## src/hdl/mac_learning_forward_decision_macros.svh

```systemverilog
// assertion macros for the mac learning forwarding block
// used by the top level only, no other dependencies
`ifndef MAC_LEARNING_FORWARD_DECISION_MACROS_SVH
`define MAC_LEARNING_FORWARD_DECISION_MACROS_SVH

// same-cycle implication, disabled in reset
`define MLFD_ASSERT_NOW(label, clk, rst_n, ante, cons, msg) \
  label: assert property (@(posedge clk) disable iff (!rst_n) (ante) |-> (cons)) \
    else $error(msg);

// next-cycle implication, disabled in reset
`define MLFD_ASSERT_NEXT(label, clk, rst_n, ante, cons, msg) \
  label: assert property (@(posedge clk) disable iff (!rst_n) (ante) |=> (cons)) \
    else $error(msg);

`endif

```

## src/hdl/mlfd_pkg.sv

```systemverilog
// shared types and constants for the mac learning forwarding block
// no dependencies
package mlfd_pkg;

  localparam int MAC_W       = 48;
  localparam int PORT_W      = 3;
  localparam int MASK_W      = 8;
  localparam int CNT_W       = 4;
  localparam int TABLE_DEPTH = 64;
  localparam int MAX_PORTS   = 8;
  localparam int PORT_LIM    = (MAX_PORTS < MASK_W) ? MAX_PORTS : MASK_W;
  localparam logic [CNT_W-1:0] ACTIVE_PORTS_RST = CNT_W'(8);

  typedef struct packed {
    logic              vld;
    logic [MAC_W-1:0]  src_mac;
    logic [MAC_W-1:0]  dst_mac;
    logic [PORT_W-1:0] ingress_port;
    logic              src_found;
    logic              learned;
    logic              dst_hit;
    logic [PORT_W-1:0] hit_port;
  } query_t;

endpackage

```

## src/hdl/mlfd_cell.sv

```systemverilog
// one table cell: holds one learned address and port, compares the passing item
// depends on mlfd_pkg
module mlfd_cell (
  input  logic            clk,
  input  logic            rst_n,
  input  logic            adv,
  input  mlfd_pkg::query_t q_in,
  output mlfd_pkg::query_t q_out,
  output logic            ent_vld
);
  import mlfd_pkg::*;

  logic              ent_vld_r;
  logic [MAC_W-1:0]  ent_mac_r;
  logic [PORT_W-1:0] ent_port_r;
  query_t            q_r;
  query_t            q_nxt;

  logic              learn;
  logic              eff_vld;
  logic [MAC_W-1:0]  eff_mac;
  logic [PORT_W-1:0] eff_port;

  assign learn    = q_in.vld && !q_in.src_found && !ent_vld_r;
  assign eff_vld  = ent_vld_r || learn;
  assign eff_mac  = learn ? q_in.src_mac : ent_mac_r;
  assign eff_port = learn ? q_in.ingress_port : ent_port_r;

  always_comb begin
    q_nxt = q_in;
    if (ent_vld_r && (ent_mac_r == q_in.src_mac)) begin
      q_nxt.src_found = 1'b1;
    end
    if (learn) begin
      q_nxt.src_found = 1'b1;
      q_nxt.learned   = 1'b1;
    end
    if (eff_vld && !q_in.dst_hit && (eff_mac == q_in.dst_mac)) begin
      q_nxt.dst_hit  = 1'b1;
      q_nxt.hit_port = eff_port;
    end
  end

  always_ff @(posedge clk) begin
    if (!rst_n) begin
      ent_vld_r <= 1'b0;
      q_r.vld   <= 1'b0;
    end else if (adv) begin
      q_r <= q_nxt;
      if (learn) begin
        ent_vld_r <= 1'b1;
      end
    end
  end

  always_ff @(posedge clk) begin
    if (adv) begin
      if (learn) begin
        ent_mac_r  <= q_in.src_mac;
        ent_port_r <= q_in.ingress_port;
      end
    end
  end

  assign q_out   = q_r;
  assign ent_vld = ent_vld_r;

endmodule

```

## config.mk

```make
export PLATFORM = sky130hd
export DESIGN_NAME = mlfd_cell
export DESIGN_NICKNAME = d
export VERILOG_FILES = /design/src/hdl/mac_learning_forward_decision_macros.svh /design/src/hdl/mlfd_pkg.sv /design/src/hdl/mlfd_cell.sv
export SDC_FILE = /design/constraint.sdc
export NUM_CORES = 1
export LEC_CHECK = 0
export ABC_AREA = 1
export BUFFER_PORTS_ARGS = -buffer_cell sky130_fd_sc_hd__buf_2
export CORE_UTILIZATION = 42
export CTS_CLUSTER_DIAMETER = 30
export CTS_CLUSTER_SIZE = 25
export DETAILED_ROUTE_END_ITERATION = 6
export PLACE_DENSITY = 0.69
export SYNTH_ARGS = -nofsm -noshare
export SYNTH_HDL_FRONTEND = slang
export SYNTH_SLANG_ARGS = --single-unit
```

## constraint.sdc

```tcl
create_clock -name clk -period 8.5 [get_ports clk]
set_input_delay 1.7 -clock clk [delete_from_list [all_inputs] [get_ports clk]]
set_output_delay 1.7 -clock clk [all_outputs]
set_load 0.05 [all_outputs]
```

==> reports/summary.txt, run 1 <==
fin crit share: 48.0%
die width: 135 µm
Num Clock Sinks: 158
Reg2Reg Setup Slack: 5.33 ns
Yosys Warn Count: 0
Max Buffers Root-to-Sink: 2
synth top area cells: edfxtp_1 (63%), nand2_1 (15%), inv_1 (5.0%)
Final setup viols: 0
Top Ports: 216
IR drop worst, VDD: 0.000145 V
IO buf count: 215
crit path max fanout: 73
Post-synth top cells: nand2_1 (294), edfxtp_1 (156), inv_1 (98), nand3_1 (55), nor2_1 (39)
RSZ-0062 raised after global routing: no
worst-margin pin slew: 1.09 ns
Yosys reg bits: 158
Max Transition Viols Final: 0
# hold bufs at CTS: 0
status: finished clean
area leader, netlist: edfxtp_1
pin count of the biggest net entering global routing: 84
Tmin final: 4.08 ns
area of the multi-input gates: 0.00217 mm²
switch share: 29.3%
Fmax: 245 MHz
first-pass GRT wire length: 29,100 µm
top cell type's share of synthesized area: 63.4%
Pwr Total: 0.00205 W
Die Area: 0.0181 mm²
router iterations before antenna repair: 5
Final Cell Area: 0.00923 mm²
WP data arrival: 4.27 ns
Post-CTS Setup Inserts: 0
RePlAce Congestion: 0.866
total gr overflow: 0
drt drc: 0
share of cells above drive strength 1: 26.0%
die height: 135 µm
layout net count: 1,086
Syn Std Cell Area: 0.00739 mm²
slew margin rel.: 27.5%
CTS Root Cell: clkbuf_16
clock share of power: 36.2%
Worst Clk Skew: 0.00870 ns
Critical Path Sink Type: flip-flop
total number of vias: 6,060
Cells after Synth: 754
Area Overhead vs Synth: 24.9%
EDFF count, synth: 156
placed cell area: 0.00865 mm²
Synth Net Count: 863
critical path class: primary input to flip-flop
CTS tree: built
combinational fraction of design power: 17.6%
Fin. Hold Viols: 0
Netlist cell types: 33
Starting Density: 42.9%
Hold Crit Class: flip-flop to flip-flop
pwr/cell area: 222 mW/mm²
CP Launch Type: primary input
Global Route Usage Sum: 21.8%
CTS clk-pin slew, worst paths: 0.06 ns
vias per cell: 4.98
async set-reset flop share out of synthesis: 0%
Internal Pwr Total: 0.00145 W
hpwl dp: 14,400 µm
Post-Syn Area per Cell: 9.80 µm²
most frequent cell after synthesis: nand2_1
Seq/Total Area, Yosys: 63.9%
initial antenna violation count: 3
fin util: 53.5%
Net Switching: 0.000600 W
CP Data Required Time: 8.69 ns
Maximum Capacitance Violations: 0
final antenna-violating net count: 0
Skew-Pair Late Insertion Delay: 0.43 ns
sequential fraction of design power: 46.2%
CTS resizes: 0
DR WL/cell: 16.0 µm
Row Count: 48
Top FF cell, synth: edfxtp_1
core area: 0.0172 mm²
deepest level of the CTS H-tree: 4
vias in the first global route: 5,544
P_leak: 4.33 nW
drt initial violations: 526
fillers: 1,585
Post-Route WL: 19,500 µm
Seq. cell area: 0.00472 mm²
setup TNS: 0 ns
Num CTS Buffers: 17
## logic make-up (layout without fill, tap and decap cells)
logic type,Yosys count,after routing,share of synthesized area [%]
flops,158,158,63.9
simple gates,424,424,24.1
xor+xnor,11,11,1.30
compound gates,47,47,3.93
buf+inv,114,350,6.75
other cells,0,2,0
## layer usage
layer  wire length [µm]  global-route usage, %
met5                 11                      0
met4                388                   8.36
met3               1430                   4.84
met2               9140                   34.7
met1               8490                   29.1
## final timing paths
check | startpoint | to | cells after the start
worst max-delay path | q_in[5] | q_out[0] | 11
worst min register to register | q_out[105] | q_out[105] | 2
worst min-delay path | q_out[105] | q_out[105] | 2
worst max register to register | ent_vld | q_out[0] | 10
## state kept, by name, summed over array words and instances (netlist names)
register    cells
ent_mac_r      48
q_out         106
ent_port_r      3
ent_vld         1
## power groups by stage
stage          sequential [W]  clock, W  combinational (W)
2_1_floorplan         0.00108         0           0.000125
3_3_place_gp         0.000960         0           0.000356
3_5_place_dp         0.000961         0           0.000359
4_1_cts              0.000946  0.000752           0.000361
5_1_grt              0.000951  0.000784           0.000388
6_report             0.000946  0.000741           0.000361
## area by class of cell
class	instances	area share [%]
Sequential cell	158	51.2
Multi-Input combinational cell	482	23.5
Timing Repair Buffer	218	11.9
Clock buffer	18	4.65
Inverter	100	4.09
Tap cell	225	3.05
Clock inverter	14	1.57
Antenna cell	2	0.0542
## through the flow
stage,hold WS [ns],setup slack [ns],cells
3_3_place_gp,0.520,4.01,1183
4_1_cts,0.544,4.45,1215
2_1_floorplan,0.516,4.26,754
5_1_grt,0.595,4.19,1216
6_report,0.540,4.42,1217
3_5_place_dp,0.525,3.99,1183
## cells in the final DEF (no fill, tap or decap), types with 4 or more instances in the layout
| master | synthesis | routed |
|---|---|---|
| clkinvlp_4 | 0 | 4 |
| nand2_1 | 294 | 294 |
| nand3b_1 | 15 | 15 |
| xor2_1 | 9 | 9 |
| clkbuf_16 | 0 | 17 |
| nand4_1 | 4 | 4 |
| a221oi_1 | 4 | 4 |
| edfxtp_1 | 156 | 156 |
| o21ai_0 | 20 | 20 |
| inv_1 | 98 | 97 |
| nor4_1 | 5 | 5 |
| nor2_1 | 39 | 39 |
| buf_2 | 3 | 215 |
| nand3_1 | 55 | 55 |
| clkinv_4 | 0 | 4 |
| o22ai_1 | 13 | 13 |
## critical path: stages
cell,delay [ns]
buf_2,0.12
inv_2,0.12
nand3_4,0.68
o21ai_0,0.71
o21ai_0,0.17
nor2_1,0.17
nand3_1,0.14
nor2_2,0.19
nand2_1,0.13
nand2_1,0.08
nand2_1,0.05
No activity file was read; power rests on OpenSTA's default activity.
==> run 2: changes to the inputs <==
==> constraint.sdc (replaced) <==
create_clock -name clk -period 3.8 [get_ports clk]
set_input_delay 0.76 -clock clk [delete_from_list [all_inputs] [get_ports clk]]
set_output_delay 0.76 -clock clk [all_outputs]
set_load 0.05 [all_outputs]
==> run 2 against run 1 <==
Against the previous run: clock-buffer cell count up 1; utilization is 0.20 points higher; cell area is 0.38% higher; worst setup slack got worse by 3.3 ns; non-clock buffer count rose by 5; cell count grew 0.33%; power increased by 120%; register-to-register slack worse by 4.2 ns; critical endpoint is now q_out[1]; largest power group unchanged.
==> reports/summary.txt, run 2 (synthesized netlist as in run 1, its figures left out) <==
status: finished clean
Num CTS Buffers: 17 (unchanged)
die width: 135 µm (unchanged)
CTS tree: built
total gr overflow: 0 (unchanged)
Final Cell Area: 0.00927 mm² (+0.38%)
Skew-Pair Late Insertion Delay: 0.44 ns (about the same)
CTS Root Cell: clkbuf_16
WP data arrival: 2.90 ns (-1.37 ns)
fin util: 53.8% (+0.20 points)
Fin. Hold Viols: 0 (unchanged)
RSZ-0062 raised after global routing: no
Critical Path Sink Type: flip-flop
global-route track usage on met2: 35.5% (+0.89 points)
core area: 0.0172 mm² (unchanged)
Final setup viols: 0 (unchanged)
Area Overhead vs Synth: 25.3%
die height: 135 µm (unchanged)
deepest level of the CTS H-tree: 4 (unchanged)
Hold Crit Class: primary input to flip-flop
DR WL/cell: 16.3 µm (+2.2%)
Tmin final: 2.70 ns
final antenna-violating net count: 0 (unchanged)
CTS resizes: 0 (unchanged)
max reg flops: 106 (unchanged)
setup TNS: 0 ns (unchanged)
vias in the first global route: 5,655 (+2.0%)
crit path max fanout: 32 (-56%)
slowest CP cell: dfxtp_1
CP Data Required Time: 4.00 ns (-4.69 ns)
Worst Clk Skew: 0.0108 ns (+0.00207 ns)
slowest stage delay, CP: 0.51 ns (-0.20 ns)
worst-margin pin slew: 0.761 ns (-0.327 ns)
cell repeated most along the worst path: nand2_1
initial antenna violation count: 2 (-1)
CP Launch Type: flip-flop
pwr/cell area: 491 mW/mm² (+120%)
Maximum Capacitance Violations: 0 (unchanged)
# hold bufs at CTS: 0 (unchanged)
share of cells above drive strength 1: 26.4% (+0.47 points)
Buffers & Inverters on Critical Path: 2 (unchanged)
pin count of the biggest net entering global routing: 61 (-27%)
total number of vias: 6,089 (+0.48%)
Crit path max-delay family: simple AND/OR/NAND/NOR gates
drt drc: 0 (unchanged)
router iterations before antenna repair: 6 (+1)
Max Transition Viols Final: 0 (unchanged)
Global Route Usage Sum: 22.5% (+0.67 points)
hpwl dp: 15,000 µm (+3.8%)
placed cell area: 0.00871 mm² (+0.72%)
slew margin rel.: 49.3% (+22 points)
drt initial violations: 588 (+12%)
vias per cell: 4.99 (+0.15%)
Starting Density: 42.9% (unchanged)
critical path class: flip-flop to flip-flop
CTS clk-pin slew, worst paths: 0.07 ns (about the same)
Post-Route WL: 19,900 µm (+2.5%)
Num Clock Sinks: 158 (unchanged)
commonest non-fill, non-tap cells in the layout: nand2_1 (294), buf_2 (215), edfxtp_1 (156)
met3 Track Usage GR: 5.18% (+0.34 points)
IO buf count: 215 (unchanged)
Top Ports: 216 (unchanged)
most common cell after layout, fill and taps aside: nand2_1
IR drop worst, VDD: 0.000349 V (+140%)
GR Util met1: 29.8% (+0.64 points)
Pwr Total: 0.00455 W (+120%)
first-pass GRT wire length: 30,100 µm (+3.4%)
Post-CTS Setup Inserts: 0 (unchanged)
P_leak: 4.35 nW (+0.46%)
Max Buffers Root-to-Sink: 2 (unchanged)
Die Area: 0.0181 mm² (unchanged)
CP cell instances: inv_2 -> nand3_4 -> buf_4 -> nand2_1 -> nand3_1 -> nand2_1 -> nor2_1 -> nand2_1 -> nor2_1 -> nand2_1 -> nor2_2 -> nand2_1 -> nand2_1 -> nand2_1
Fmax: 370 MHz
layout net count: 1,091 (+0.46%)
Top Usage Layer GRT: met2
Row Count: 48 (unchanged)
RePlAce Congestion: 0.871 (+0.62%)
fin crit share: 71.2%
==> run 2: through the flow <==
stage	instances	setup WS (ns)	hold WS (ns)
floorplan	754	0.497	0.516
global placement	1188	0.845	0.522
detailed placement	1188	0.746	0.536
CTS	1220	1.12	0.504
global route	1220	0.873	0.511
finish	1221	1.10	0.512
==> run 2: final cells by class <==
type                            count  area, µm²
Fill cell                        1546       7970
Sequential cell                   158       4720
Multi-Input combinational cell    482       2170
Timing Repair Buffer              223       1160
Clock buffer                       19        433
Inverter                          100        378
Tap cell                          225        282
Clock inverter                     13        116
Antenna cell                        1       2.50
==> run 2: worst paths after layout <==
path | from | to | slack (ns) | cells past startpoint
setup reg to reg | ent_vld | q_out[1] | 1.10 | 14
hold / removal | q_in[7] | q_out[7] | 0.51 | 1
hold reg to reg | q_out[105] | q_out[105] | 0.55 | 2
setup / recovery | ent_vld | q_out[1] | 1.10 | 14
==> run 2: routing by layer <==
layer | vias up | wire [µm]
li1 | 2959 | -
met1 | 2803 | 8600
met2 | 288 | 9180
met3 | 37 | 1680
met4 | 2 | 477
met5 | - | 13
==> run 2: power breakdown <==
group / total (W) / internal, W / switching (W)
sequential: 0.00211 / 0.00207 / 0.0000492
clock: 0.00162 / 0.000902 / 0.000715
combinational: 0.000818 / 0.000213 / 0.000605
total: 0.00455 / 0.00318 / 0.00137
