**src/hdl/mac_learning_forward_decision_macros.svh**
```systemverilog
// assertion macros for the mac learning forwarding block
// used by the top level only, no other dependencies
`ifndef MAC_LEARNING_FORWARD_DECISION_MACROS_SVH
`define MAC_LEARNING_FORWARD_DECISION_MACROS_SVH

// same-cycle implication, disabled in reset
`define MLFD_ASSERT_NOW(label, clk, rst_n, ante, cons, msg) \
  label: assert property (@(posedge clk) disable iff (!rst_n) (ante) |-> (cons)) \
    else $error(msg);

// next-cycle implication, disabled in reset
`define MLFD_ASSERT_NEXT(label, clk, rst_n, ante, cons, msg) \
  label: assert property (@(posedge clk) disable iff (!rst_n) (ante) |=> (cons)) \
    else $error(msg);

`endif

```
**src/hdl/mlfd_pkg.sv**
```systemverilog
// shared types and constants for the mac learning forwarding block
// no dependencies
package mlfd_pkg;

  localparam int MAC_W       = 48;
  localparam int PORT_W      = 3;
  localparam int MASK_W      = 8;
  localparam int CNT_W       = 4;
  localparam int TABLE_DEPTH = 64;
  localparam int MAX_PORTS   = 8;
  localparam int PORT_LIM    = (MAX_PORTS < MASK_W) ? MAX_PORTS : MASK_W;
  localparam logic [CNT_W-1:0] ACTIVE_PORTS_RST = CNT_W'(8);

  typedef struct packed {
    logic              vld;
    logic [MAC_W-1:0]  src_mac;
    logic [MAC_W-1:0]  dst_mac;
    logic [PORT_W-1:0] ingress_port;
    logic              src_found;
    logic              learned;
    logic              dst_hit;
    logic [PORT_W-1:0] hit_port;
  } query_t;

endpackage

```
**src/hdl/mlfd_ifs.sv**
```systemverilog


interface mlfd_out_if;
  import mlfd_pkg::*;
  logic              valid;
  logic              ready;
  logic [MASK_W-1:0] port_mask;
  logic              dst_hit;
  logic              learned;
  logic              table_full;
  modport source(output valid, output port_mask, output dst_hit, output learned,
                 output table_full, input ready);
  modport sink(input valid, input port_mask, input dst_hit, input learned,
               input table_full, output ready);
endinterface

```
**src/hdl/mlfd_out_stage.sv**
```systemverilog
// result register: builds the port mask from the finished item and holds it
// depends on mlfd_pkg
module mlfd_out_stage (
  input  logic                       clk,
  input  logic                       rst_n,
  input  mlfd_pkg::query_t           q_in,
  input  logic [mlfd_pkg::CNT_W-1:0] active_ports,
  output logic                       adv,
  mlfd_out_if.source                 out_ch
);
  import mlfd_pkg::*;

  logic              out_valid_r;
  logic [MASK_W-1:0] port_mask_r;
  logic [MASK_W-1:0] port_mask_nxt;
  logic              dst_hit_r;
  logic              learned_r;
  logic              table_full_r;
  logic [CNT_W-1:0]  lim;
  logic [MASK_W:0]   all_ports;

  assign adv = !out_valid_r || out_ch.ready;

  assign lim       = (active_ports > CNT_W'(PORT_LIM)) ? CNT_W'(PORT_LIM) : active_ports;
  assign all_ports = ((MASK_W+1)'(1) << lim) - (MASK_W+1)'(1);

  always_comb begin
    if (q_in.dst_hit) begin
      port_mask_nxt = MASK_W'(1) << q_in.hit_port;
    end else begin
      port_mask_nxt = all_ports[MASK_W-1:0] & ~(MASK_W'(1) << q_in.ingress_port);
    end
  end

  always_ff @(posedge clk) begin
    if (!rst_n) begin
      out_valid_r <= 1'b0;
    end else if (adv) begin
      out_valid_r <= q_in.vld;
    end
  end

  always_ff @(posedge clk) begin
    if (adv) begin
      port_mask_r  <= port_mask_nxt;
      dst_hit_r    <= q_in.dst_hit;
      learned_r    <= q_in.learned;
      table_full_r <= !q_in.src_found;
    end
  end

  assign out_ch.valid      = out_valid_r;
  assign out_ch.port_mask  = port_mask_r;
  assign out_ch.dst_hit    = dst_hit_r;
  assign out_ch.learned    = learned_r;
  assign out_ch.table_full = table_full_r;

endmodule

```
**src/flat_wrapper.sv**
```systemverilog
// flat-port wrapper written by rule: the top's interface ports become plain ports
module mlfd_out_stage_flat import mlfd_pkg::*;
  (clk, rst_n, q_in, active_ports, adv, out_ch_valid, out_ch_port_mask, out_ch_dst_hit, out_ch_learned, out_ch_table_full, out_ch_ready);
  mlfd_out_if out_ch_i ();
  input  logic clk;
  input  logic rst_n;
  input  mlfd_pkg::query_t q_in;
  input  logic [mlfd_pkg::CNT_W-1:0] active_ports;
  output logic adv;
  output wire logic [$bits(out_ch_i.valid)-1:0] out_ch_valid;
  output wire logic [$bits(out_ch_i.port_mask)-1:0] out_ch_port_mask;
  output wire logic [$bits(out_ch_i.dst_hit)-1:0] out_ch_dst_hit;
  output wire logic [$bits(out_ch_i.learned)-1:0] out_ch_learned;
  output wire logic [$bits(out_ch_i.table_full)-1:0] out_ch_table_full;
  input wire logic [$bits(out_ch_i.ready)-1:0] out_ch_ready;
  assign out_ch_valid = out_ch_i.valid;
  assign out_ch_port_mask = out_ch_i.port_mask;
  assign out_ch_dst_hit = out_ch_i.dst_hit;
  assign out_ch_learned = out_ch_i.learned;
  assign out_ch_table_full = out_ch_i.table_full;
  assign out_ch_i.ready = out_ch_ready;
  mlfd_out_stage u_core (.clk(clk), .rst_n(rst_n), .q_in(q_in), .active_ports(active_ports), .adv(adv), .out_ch(out_ch_i));
endmodule
```
**config.mk**
```make
export PLATFORM = sky130hd
export DESIGN_NAME = mlfd_out_stage_flat
export DESIGN_NICKNAME = d
export VERILOG_FILES = /design/src/hdl/mac_learning_forward_decision_macros.svh /design/src/hdl/mlfd_pkg.sv /design/src/hdl/mlfd_ifs.sv /design/src/hdl/mlfd_out_stage.sv /design/src/flat_wrapper.sv
export SDC_FILE = /design/constraint.sdc
export NUM_CORES = 1
export LEC_CHECK = 0
export ABC_AREA = 1
export BUFFER_PORTS_ARGS = -buffer_cell sky130_fd_sc_hd__buf_4
export CORE_MARGIN = 4
export CORE_UTILIZATION = 28
export DETAILED_ROUTE_END_ITERATION = 8
export GPL_TIMING_DRIVEN = 0
export PLACE_DENSITY = 0.85
export SLEW_MARGIN = 20
export SYNTH_ARGS = -nofsm -noshare
export SYNTH_HDL_FRONTEND = slang
export SYNTH_SLANG_ARGS = --single-unit
```
**constraint.sdc**
```tcl
create_clock -name clk -period 2.2 [get_ports clk]
set_clock_uncertainty 0.15 [all_clocks]
set_input_delay 0.44 -clock clk [delete_from_list [all_inputs] [get_ports clk]]
set_output_delay 0.44 -clock clk [all_outputs]
set_load 0.01 [all_outputs]
```
==> impl_metrics.toml, run 1 <==
[route]
post-route-drc-count = 0
viasPerCell = 4.77
final_antenna_net_count = 0
wl_met1_microns = 693
total_met3_wirelength_after_detailed_routing_microns = 156
detailroute.via_count = 677
wl_per_cell_microns = 11.6
detailedRoute.firstIterationViolations = 19
detailedRoute.firstPassIterationCount = 5
metal2_wl_microns = 769
finalWirelength_microns = 1650
top_layer = "met4"

[floorplanning]
horizontal_die_dimension_microns = 57.9
design.core.area_sq_um = 2300
die_area_sq_um = 3350
boundaryPins = 126
floorplan.die.height_microns = 57.9
number_of_rows_created_at_floorplan = 17
initial_core_util_pct = 30.3

[power]
power.leakage_nw = 0.458
power-per-cell-area_nw_per_um2 = 557
worst_ir_drop_vdd_uv = 295

[global_route]
grt_start_max_net_pins = 14
grt.overflow.total = 0
antenna_violations_before_repair = 0
first_global_vias = 650
wire_length_of_the_first_global_routing_pass_microns = 2680
globalRouteTotalUtil_pct = 10.4

[clock_tree]
cts-resized-gates = 0
cts_tree = "yes"
htree_num_levels = 1
post_cts_buffers = 0
clock_latency_ps = 260
cts.sink_count = 12
cts-buffers-inserted = 3
cts_hold_buffers = 0
cts-root-buf = "sky130_fd_sc_hd__clkbuf_4"
clkSlewWorstSetupHoldPaths_ps = 60
cts_max_path_buffers = 2

[worst_hold_path]
min_delay_startpoint = "q_in[4]"
timing.hold.worst.class = "in2reg"

[worst_setup_path]
timing.rr.start = "u_core.out_ch.valid"
setup.reg_to_reg.worst_slack_ps = 1010
worst-setup-path-type = "reg2out"
worst_ep_required_time_ps = 1610
worstPathArrival_ps = 1160
setup.worst_path.start = "u_core.out_ch.valid"
startpoint_type = "flip-flop"
cp-end-kind = "output port"
crit_path_max_fanout = 13

[synth]
synth_cells = 81
netlist_area_sq_um = 697
ys.warnings.count = 0
synth_area_per_cell_sq_um = 8.60
synth-seq-cells = 12
post_synthesis_cell_type_with_the_largest_combined_area = "sky130_fd_sc_hd__edfxtp_1"
post_synth_main_area_contributors = "sky130_fd_sc_hd__edfxtp_1 (47%), sky130_fd_sc_hd__nand3_1 (9.3%), sky130_fd_sc_hd__nand2_1 (9.2%)"
ys_seq_area_share_pct = 50.3
synth_largest_type_area_fraction_pct = 47.4
synth_cell_types = 20
postSynthNetCount = 195

[final_layout]
area_growth_pct = 40.0
layout_cell_share_with_drive_strength_beyond_1_pct = 37.7
antennaDiodeCount = 0
finish.utilization_pct = 42.5
final_nets = 229

[timing]
finalWorstPathRequiredPeriod_ps = 1750
finalHoldViolations = 0
worst_pin_slew_ps = 490
timing.slew.headroom_pct = 67.2
fmaxAchievable_mhz = 570
rsz0062_at_grt = "no"
finalMaxSlewViolations = 0
setup_tns_ps = 0
final.period_utilization_pct = 79.7
setup_viol = 0

[placement]
half_perimeter_wire_length_after_placement_microns = 1380
place_congestion = 0.778
port_buffers = 29

[job]
max_cap_violations = 0

[outcome]
outcome = "finished, final reports clean"
-- final timing paths --
path	end	cells after the start
setup / recovery	adv	2
setup reg to reg	u_core.out_ch.learned	1
hold / removal	u_core.out_ch.learned	1
hold reg to reg	u_core.out_ch.valid	2
-- logic make-up (layout without fill, tap and decap cells) --
family	count (synthesis)	after routing	synth area share (%)
adders and majority gates	1	1	1.80
and+or+nand+nor	42	42	28.4
DFF	12	12	50.3
buffers and inverters	14	47	7.90
AOI/OAI and AO/OA	11	11	10.4
xor gates and xnor gates	1	1	1.26
-- layout make-up --
cell class	count	area, sq um
fill	241	1320
tap	28	35.0
inverter	14	55.1
clock buffer	4	26.3
sequential	12	350
multi-input combinational	55	292
timing repair buffer	29	218
-- cells in the mapped netlist (all sizes together) --
| cell type | count |
|---|---|
| nand2 | 18 |
| a21boi | 1 |
| a21oi | 2 |
| inv | 14 |
| dfxtp | 1 |
| o21ai | 4 |
| nand3 | 13 |
| edfxtp | 11 |
| o31ai | 3 |
| nor3 | 3 |
| nor2 | 8 |
| xor2 | 1 |
| ha | 1 |
| o211ai | 1 |
-- placed cells by master (no fill, tap or decap), drive strengths merged --
cell type	synthesis	final
dfxtp	1	1
ha	1	1
clkbuf	0	4
inv	14	14
nor2	8	8
nand2	18	18
edfxtp	11	11
o211ai	1	1
a21oi	2	2
a21boi	1	1
buf	0	29
nand3	13	13
o21ai	4	4
xor2	1	1
o31ai	3	3
nor3	3	3
-- stage by stage --
| stage | setup WS (ps) | cell area [sq um] | total power [mW] | hold slack [ps] | std cells |
|---|---|---|---|---|---|
| after global placement | 397 | 950 | 0.412 | 471 | 138 |
| after CTS | 420 | 976 | 0.550 | 202 | 142 |
| after floorplan | 602 | 697 | 0.342 | 389 | 81 |
| after global routing | 346 | 976 | 0.571 | 202 | 142 |
| after detailed placement | 309 | 950 | 0.416 | 479 | 138 |
| final | 446 | 976 | 0.543 | 209 | 142 |
-- power by group --
group	switching (mW)	internal, mW
clock network	0.0621	0.0701
registers	0.00526	0.273
logic	0.0701	0.0629
-- worst max-delay path, stage by stage (launching register included) --
cell,delay (ps)
sky130_fd_sc_hd__dfxtp_1,330
sky130_fd_sc_hd__nand2_1,300
sky130_fd_sc_hd__buf_4,270
-- state kept, by name, indices dropped and copies added (netlist names) --
| signal | flops |
|---|---|
| u_core.out_ch.port_mask | 8 |
| u_core.out_ch.table_full | 1 |
| u_core.out_ch.dst_hit | 1 |
| u_core.out_ch.learned | 1 |
| u_core.out_ch.valid | 1 |
-- routing by layer --
layer	vias to the layer above	global-route usage [%]
met1	297	11.1
met2	34	18.5
li1	342	-
met3	4	2.23
met4	0	5.96
met5	-	0
No activity file was read; power rests on OpenSTA's default activity.
==> run 2, diff against run 1 <==
--- a/config.mk
+++ b/config.mk
@@ -8,10 +8,10 @@
 export ABC_AREA = 1
 export BUFFER_PORTS_ARGS = -buffer_cell sky130_fd_sc_hd__buf_4
 export CORE_MARGIN = 4
-export CORE_UTILIZATION = 28
+export CORE_UTILIZATION = 26
 export DETAILED_ROUTE_END_ITERATION = 8
 export GPL_TIMING_DRIVEN = 0
-export PLACE_DENSITY = 0.85
+export PLACE_DENSITY = 0.8
 export SLEW_MARGIN = 20
 export SYNTH_ARGS = -nofsm -noshare
 export SYNTH_HDL_FRONTEND = slang
==> constraint.sdc (replaced) <==
create_clock -name clk -period 1.8 [get_ports clk]
set_clock_uncertainty 0.15 [all_clocks]
set_input_delay 0.36 -clock clk [delete_from_list [all_inputs] [get_ports clk]]
set_output_delay 0.36 -clock clk [all_outputs]
set_load 0.01 [all_outputs]
==> run 2 against run 1 <==
Against the previous run:
- design area up 1.3%
- clock power grew 57%
- worst setup slack got worse by 340 ps
- largest power group unchanged
- largest cell class unchanged
==> impl_metrics.toml, run 2 (synthesis gave the netlist of run 1 again) <==
[route]
viasPerCell = 4.78
post-route-drc-count = 0
finalWirelength_microns = 1640
detailedRoute.firstIterationViolations = 15
detailedRoute.firstPassIterationCount = 4
wl_per_cell_microns = 11.4
final_antenna_net_count = 0
detailroute.via_count = 688

[clock_tree]
cts-buffers-inserted = 3
post_cts_buffers = 0
cts.sink_count = 12
clock_latency_ps = 260
cts_hold_buffers = 0
cts_max_path_buffers = 2
cts_tree = "yes"
clkSlewWorstSetupHoldPaths_ps = 70
cts-root-buf = "sky130_fd_sc_hd__clkbuf_4"
htree_num_levels = 1
cts-resized-gates = 0

[power]
cell_internal_pwr_mw = 0.533
power_frac_comb_pct = 22.9
worst_ir_drop_vdd_uv = 365
power-per-cell-area_nw_per_um2 = 717
share_seq_of_total_power_pct = 48.0
power.leakage_nw = 0.464
power_switching_share_pct = 24.8
power.net_switching_mw = 0.176
pwr-share-clk_pct = 29.1

[timing]
fmaxAchievable_mhz = 591
finalMaxSlewViolations = 0
fin_hold_ws_ps = 119
postLayoutSetupSlackWorst_ps = 108
timing.slew.headroom_pct = 66.6
worst_pin_slew_ps = 500
finalWorstPathRequiredPeriod_ps = 1690
final.period_utilization_pct = 94.0
setup_tns_ps = 0
setup_viol = 0
finalHoldViolations = 0
rsz0062_at_grt = "no"

[outcome]
outcome = "finished, final reports clean"

[final_layout]
multiInputGateArea_sq_um = 292
layout_commonest_cell = "sky130_fd_sc_hd__buf_4"
finish.cell_count_without_fillers = 144
area_growth_pct = 41.8
post_layout_inst_area_sq_um = 988
antennaDiodeCount = 0
layout.area.seq_sq_um = 350
layout.filler_cells = 261
final_nets = 229
layout_cell_share_with_drive_strength_beyond_1_pct = 38.6
top_library_cells_by_usage_in_the_layout_fill_and_taps_aside = "sky130_fd_sc_hd__buf_4 (29), sky130_fd_sc_hd__nand2_1 (17), sky130_fd_sc_hd__nand3_1 (13)"
max_ffs_per_register = 8

[placement]
placed_cell_area_sq_um = 952
preCtsSetupSlack_ps = 14.4
place_congestion = 0.840
half_perimeter_wire_length_after_placement_microns = 1370
port_buffers = 29
dp.cells = 140

[global_route]
grt_start_max_net_pins = 14
first_global_vias = 674
antenna_violations_before_repair = 0
grt.overflow.total = 0
wire_length_of_the_first_global_routing_pass_microns = 2620
globalRouteTotalUtil_pct = 9.43

[floorplanning]
number_of_rows_created_at_floorplan = 18
boundaryPins = 126
initial_core_util_pct = 27.6
horizontal_die_dimension_microns = 59.8
design.core.area_sq_um = 2520
floorplan.die.height_microns = 59.8
die_area_sq_um = 3570

[worst_setup_path]
crit_slowest_cell = "sky130_fd_sc_hd__dfxtp_1"
slowest_delay_ps = 330
cp-end-kind = "output port"
critical_path.n_buffers_inverters = 1
worstPathArrival_ps = 1180
worst-setup-path-type = "reg2out"
startpoint_type = "flip-flop"
crit_path_max_fanout = 13
timing.critical_path.cells = "nand2_1 > buf_4"
gate_family_responsible_for_the_most_delay_along_the_worst_path = "flip-flops"
worst_ep_required_time_ps = 1290

[job]
max_cap_violations = 0

[worst_hold_path]
timing.hold.worst.class = "in2reg"
-- run 2: stage by stage --
step,power (mW),util (%)
6_report,0.709,39.2
5_1_grt,0.739,39.2
2_1_floorplan,0.418,-
3_3_place_gp,0.504,37.7
3_5_place_dp,0.509,37.7
4_1_cts,0.716,39.2
-- run 2: layout make-up --
type | count | share of cell area, %
clock buffers | 4 | 3.67
inverters | 14 | 5.57
multi-input cells | 55 | 29.5
flip-flops and latches | 12 | 35.4
well taps | 30 | 3.80
repair buffers | 29 | 22.0
-- run 2: worst paths after layout --
path / start / end / slack [ps] / cells past startpoint
worst max-delay path: u_core.out_ch.valid / adv / 110 / 2
worst min-delay path: q_in[4] / u_core.out_ch.learned / 120 / 1
worst max register to register: u_core.out_ch.valid / u_core.out_ch.port_mask[3] / 600 / 1
worst min register to register: u_core.out_ch.valid / u_core.out_ch.valid / 700 / 2
-- run 2: power groups by stage --
stage	clock network, mW	logic (mW)	registers (mW)
CTS	0.212	0.163	0.341
finish	0.207	0.162	0.340
global placement	0	0.158	0.346
floorplan	0	0.0566	0.361
detailed placement	0	0.162	0.347
global route	0.218	0.178	0.343
-- run 2: per-layer routing --
layer | wire (microns) | GRT usage [%] | vias up | share of wire, %
met5 | 0 | 0 | - | 0
met2 | 830 | 18.8 | 33 | 51
met1 | 630 | 9.10 | 311 | 39
met3 | 166 | 2.16 | 2 | 10
met4 | 8 | 3.48 | 0 | 0.49
li1 | - | - | 342 | -
==> run 3, diff against run 2 <==
--- a/config.mk
+++ b/config.mk
@@ -5,13 +5,11 @@
 export SDC_FILE = /design/constraint.sdc
 export NUM_CORES = 1
 export LEC_CHECK = 0
-export ABC_AREA = 1
-export BUFFER_PORTS_ARGS = -buffer_cell sky130_fd_sc_hd__buf_4
-export CORE_MARGIN = 4
-export CORE_UTILIZATION = 26
+export CORE_AREA = 4 4 46 48
 export DETAILED_ROUTE_END_ITERATION = 8
+export DIE_AREA = 0 0 50 52
+export DONT_BUFFER_PORTS = 1
 export GPL_TIMING_DRIVEN = 0
-export PLACE_DENSITY = 0.8
 export SLEW_MARGIN = 20
 export SYNTH_ARGS = -nofsm -noshare
 export SYNTH_HDL_FRONTEND = slang
==> run 3 against run 2 <==
Against the previous run:
- cell count fell by 40%
- non-clock buffer count fell by 27
- register-to-register slack lost 120 ps
- count of clock-buffer cells in the layout did not move
- combinational power fell by 59%
- sequential share of layout area is 12 points higher
- core utilization up 3.7 points
- worst hold slack lost 77 ps
- worst setup slack better by 40 ps
- routed wire length down 24%
- design area down 26%
- critical endpoint is now u_core.out_ch.port_mask[6]
- die area decreased by 27%
==> impl_metrics.toml, run 3 <==
[timing]
final.period_utilization_pct = 91.8
finalHoldViolations = 0
timing.slew.headroom_pct = 59.4
fin_hold_ws_ps = 42.3
worst_pin_slew_ps = 609
setup_viol = 0
finalMaxSlewViolations = 0
fmaxAchievable_mhz = 605
rsz0062_at_grt = "no"
finalWorstPathRequiredPeriod_ps = 1650
setup_tns_ps = 0

[global_route]
antenna_violations_before_repair = 0
globalRouteTotalUtil_pct = 10.2
grt.overflow.total = 0
met3_usage_pct = 5.44
routing_usage_on_met2_pct = 15.9
grt.busiest_layer = "met2"
grt_start_max_net_pins = 14
grtUsageMet1_pct = 11.7
first_global_vias = 457
wire_length_of_the_first_global_routing_pass_microns = 1970

[power]
power_frac_comb_pct = 11.4
power.leakage_nw = 0.253
power-per-cell-area_nw_per_um2 = 794
cell_internal_pwr_mw = 0.455
share_seq_of_total_power_pct = 61.3
pwr-share-clk_pct = 27.4
power_switching_share_pct = 21.9
power.net_switching_mw = 0.127
worst_ir_drop_vdd_uv = 391

[placement]
place_congestion = 0.761
half_perimeter_wire_length_after_placement_microns = 975
port_buffers = 0

[worst_setup_path]
timing.critical_path.cells = "buf_8 > or4_4 > ha_4 > o21bai_1 > a22oi_1 > o22ai_1"
crit_slowest_cell = "sky130_fd_sc_hd__or4_4"
timing.rr.start = "u_core.out_ch.valid"
critical_path.n_buffers_inverters = 1
ff2ff_path_depth = 1
gate_family_responsible_for_the_most_delay_along_the_worst_path = "simple AND/OR/NAND/NOR gates"
r2r_path_end = "u_core.out_ch.learned"
cp-end-kind = "flip-flop"
setup.reg_to_reg.worst_slack_ps = 480
crit_path_max_fanout = 10
slowest_delay_ps = 440
worstPathArrival_ps = 1510
startpoint_type = "input port"
worst-setup-path-type = "in2reg"
worst_ep_required_time_ps = 1660

[floorplanning]
initial_core_util_pct = 38.6
design.core.area_sq_um = 1710
horizontal_die_dimension_microns = 50
die_area_sq_um = 2600
number_of_rows_created_at_floorplan = 15
boundaryPins = 126
floorplan.die.height_microns = 52

[synth]
synth-seq-cells = 12
synth_cells = 58
postSynthNetCount = 172
yosys-top-cells-count = "sky130_fd_sc_hd__edfxtp_1 (11), sky130_fd_sc_hd__o22ai_1 (8), sky130_fd_sc_hd__nand2_1 (6), sky130_fd_sc_hd__nand2b_1 (5)"
ys_seq_area_share_pct = 53.1
post_synth_main_area_contributors = "sky130_fd_sc_hd__edfxtp_1 (50%), sky130_fd_sc_hd__o22ai_1 (7.6%), sky130_fd_sc_hd__nand2b_1 (4.7%)"
yosysMostFrequentCell = "sky130_fd_sc_hd__edfxtp_1"
synth-async-reset-ratio_pct = 0
post_synthesis_cell_type_with_the_largest_combined_area = "sky130_fd_sc_hd__edfxtp_1"
netlist_area_sq_um = 659
ys.warnings.count = 0
number_of_synthesized_flops_with_an_enable_pin = 11
synth_area_per_cell_sq_um = 11.4
synth_cell_types = 26
ys.flop_type = "sky130_fd_sc_hd__edfxtp_1"
synth_largest_type_area_fraction_pct = 50.1

[final_layout]
layout.area.seq_sq_um = 350
layout_cell_share_with_drive_strength_beyond_1_pct = 12.9
area_growth_pct = 11.2
final_nets = 177
layout.filler_cells = 159
finish.utilization_pct = 42.9
antennaDiodeCount = 0
top_library_cells_by_usage_in_the_layout_fill_and_taps_aside = "sky130_fd_sc_hd__edfxtp_1 (11), sky130_fd_sc_hd__o22ai_1 (8), sky130_fd_sc_hd__nand2_1 (6)"
multiInputGateArea_sq_um = 295
layout_commonest_cell = "sky130_fd_sc_hd__edfxtp_1"
max_ffs_per_register = 8

[clock_tree]
htree_num_levels = 1
post_cts_buffers = 0
cts-buffers-inserted = 3
cts.sink_count = 12
cts_max_path_buffers = 2
clkSlewWorstSetupHoldPaths_ps = 60
clock_latency_ps = 260
cts_tree = "yes"
cts-root-buf = "sky130_fd_sc_hd__clkbuf_4"
cts_hold_buffers = 0
cts-resized-gates = 0

[worst_hold_path]
min_delay_startpoint = "q_in[3]"
timing.hold.worst.class = "in2reg"
hold_path_depth = 0
hold_path_end = "u_core.out_ch.dst_hit"

[route]
post-route-drc-count = 0
detailedRoute.firstIterationViolations = 18
viasPerCell = 5.59
detailedRoute.firstPassIterationCount = 4
finalWirelength_microns = 1240
wl_per_cell_microns = 14.2
detailroute.via_count = 486
final_antenna_net_count = 0

[outcome]
outcome = "finished, final reports clean"

[job]
max_cap_violations = 0
-- run 3: cell types whose count changed in the layout (fill, tap and decap cells not counted), moves of 3 or more --
cell                       delta
sky130_fd_sc_hd__nand2b_1     +5
sky130_fd_sc_hd__inv_1        -5
sky130_fd_sc_hd__inv_2        -5
sky130_fd_sc_hd__o22ai_1      +8
sky130_fd_sc_hd__nand3_1     -13
sky130_fd_sc_hd__buf_4       -29
sky130_fd_sc_hd__nor2_1       -4
sky130_fd_sc_hd__nand2_1     -11
sky130_fd_sc_hd__o21ai_1      -4
sky130_fd_sc_hd__o32ai_1      +3
-- run 3: worst max path at each step --
stage	startpoint	to	slack (ps)	depth (start not counted)
floorplan	active_ports[3]	u_core.out_ch.port_mask[6]	-50	6
global placement	active_ports[3]	u_core.out_ch.port_mask[6]	-130	6
detailed placement	active_ports[3]	u_core.out_ch.port_mask[6]	-130	6
CTS	active_ports[3]	u_core.out_ch.port_mask[6]	150	6
global route	u_core.out_ch.valid	adv	110	1
finish	active_ports[3]	u_core.out_ch.port_mask[6]	150	6
-- run 3: cells by family after synthesis --
logic type	count (synthesis)	synth area share (%)
and+or+nand+nor	20	19.0
AOI/OAI and AO/OA	19	20.7
DFF	12	53.1
buffers and inverters	5	3.98
xor gates and xnor gates	1	1.33
adders and majority gates	1	1.90
-- run 3: layer usage --
metal  up-vias  share of wire (%)
met1       228                 43
met3         0                7.8
met2        21                 50
met4         0                  0
li1        237                  -
met5         -                  0
-- run 3: final cells by class --
cell class                      instances  share of cell area, %
Multi-Input combinational cell         41                   40.3
Clock buffer                            4                   3.58
Sequential cell                        12                   47.8
Inverter                                3                   1.54
Buffer                                  2                   2.56
Tap cell                               25                   4.27
-- run 3: power by group through the flow --
stage | logic (mW) | clock network (mW) | registers, mW
floorplan | 0.0559 | 0 | 0.361
global placement | 0.0659 | 0 | 0.364
detailed placement | 0.0665 | 0 | 0.363
CTS | 0.0672 | 0.171 | 0.357
global route | 0.0743 | 0.195 | 0.359
finish | 0.0662 | 0.159 | 0.357
-- run 3: stage by stage --
step / cells / setup WS (ps) / area (sq um) / power, mW
CTS: 87 / 152 / 733 / 0.595
global placement: 83 / -130 / 707 / 0.430
detailed placement: 83 / -135 / 707 / 0.430
finish: 87 / 148 / 733 / 0.582
floorplan: 58 / -46.9 / 676 / 0.417
global route: 87 / 114 / 733 / 0.628
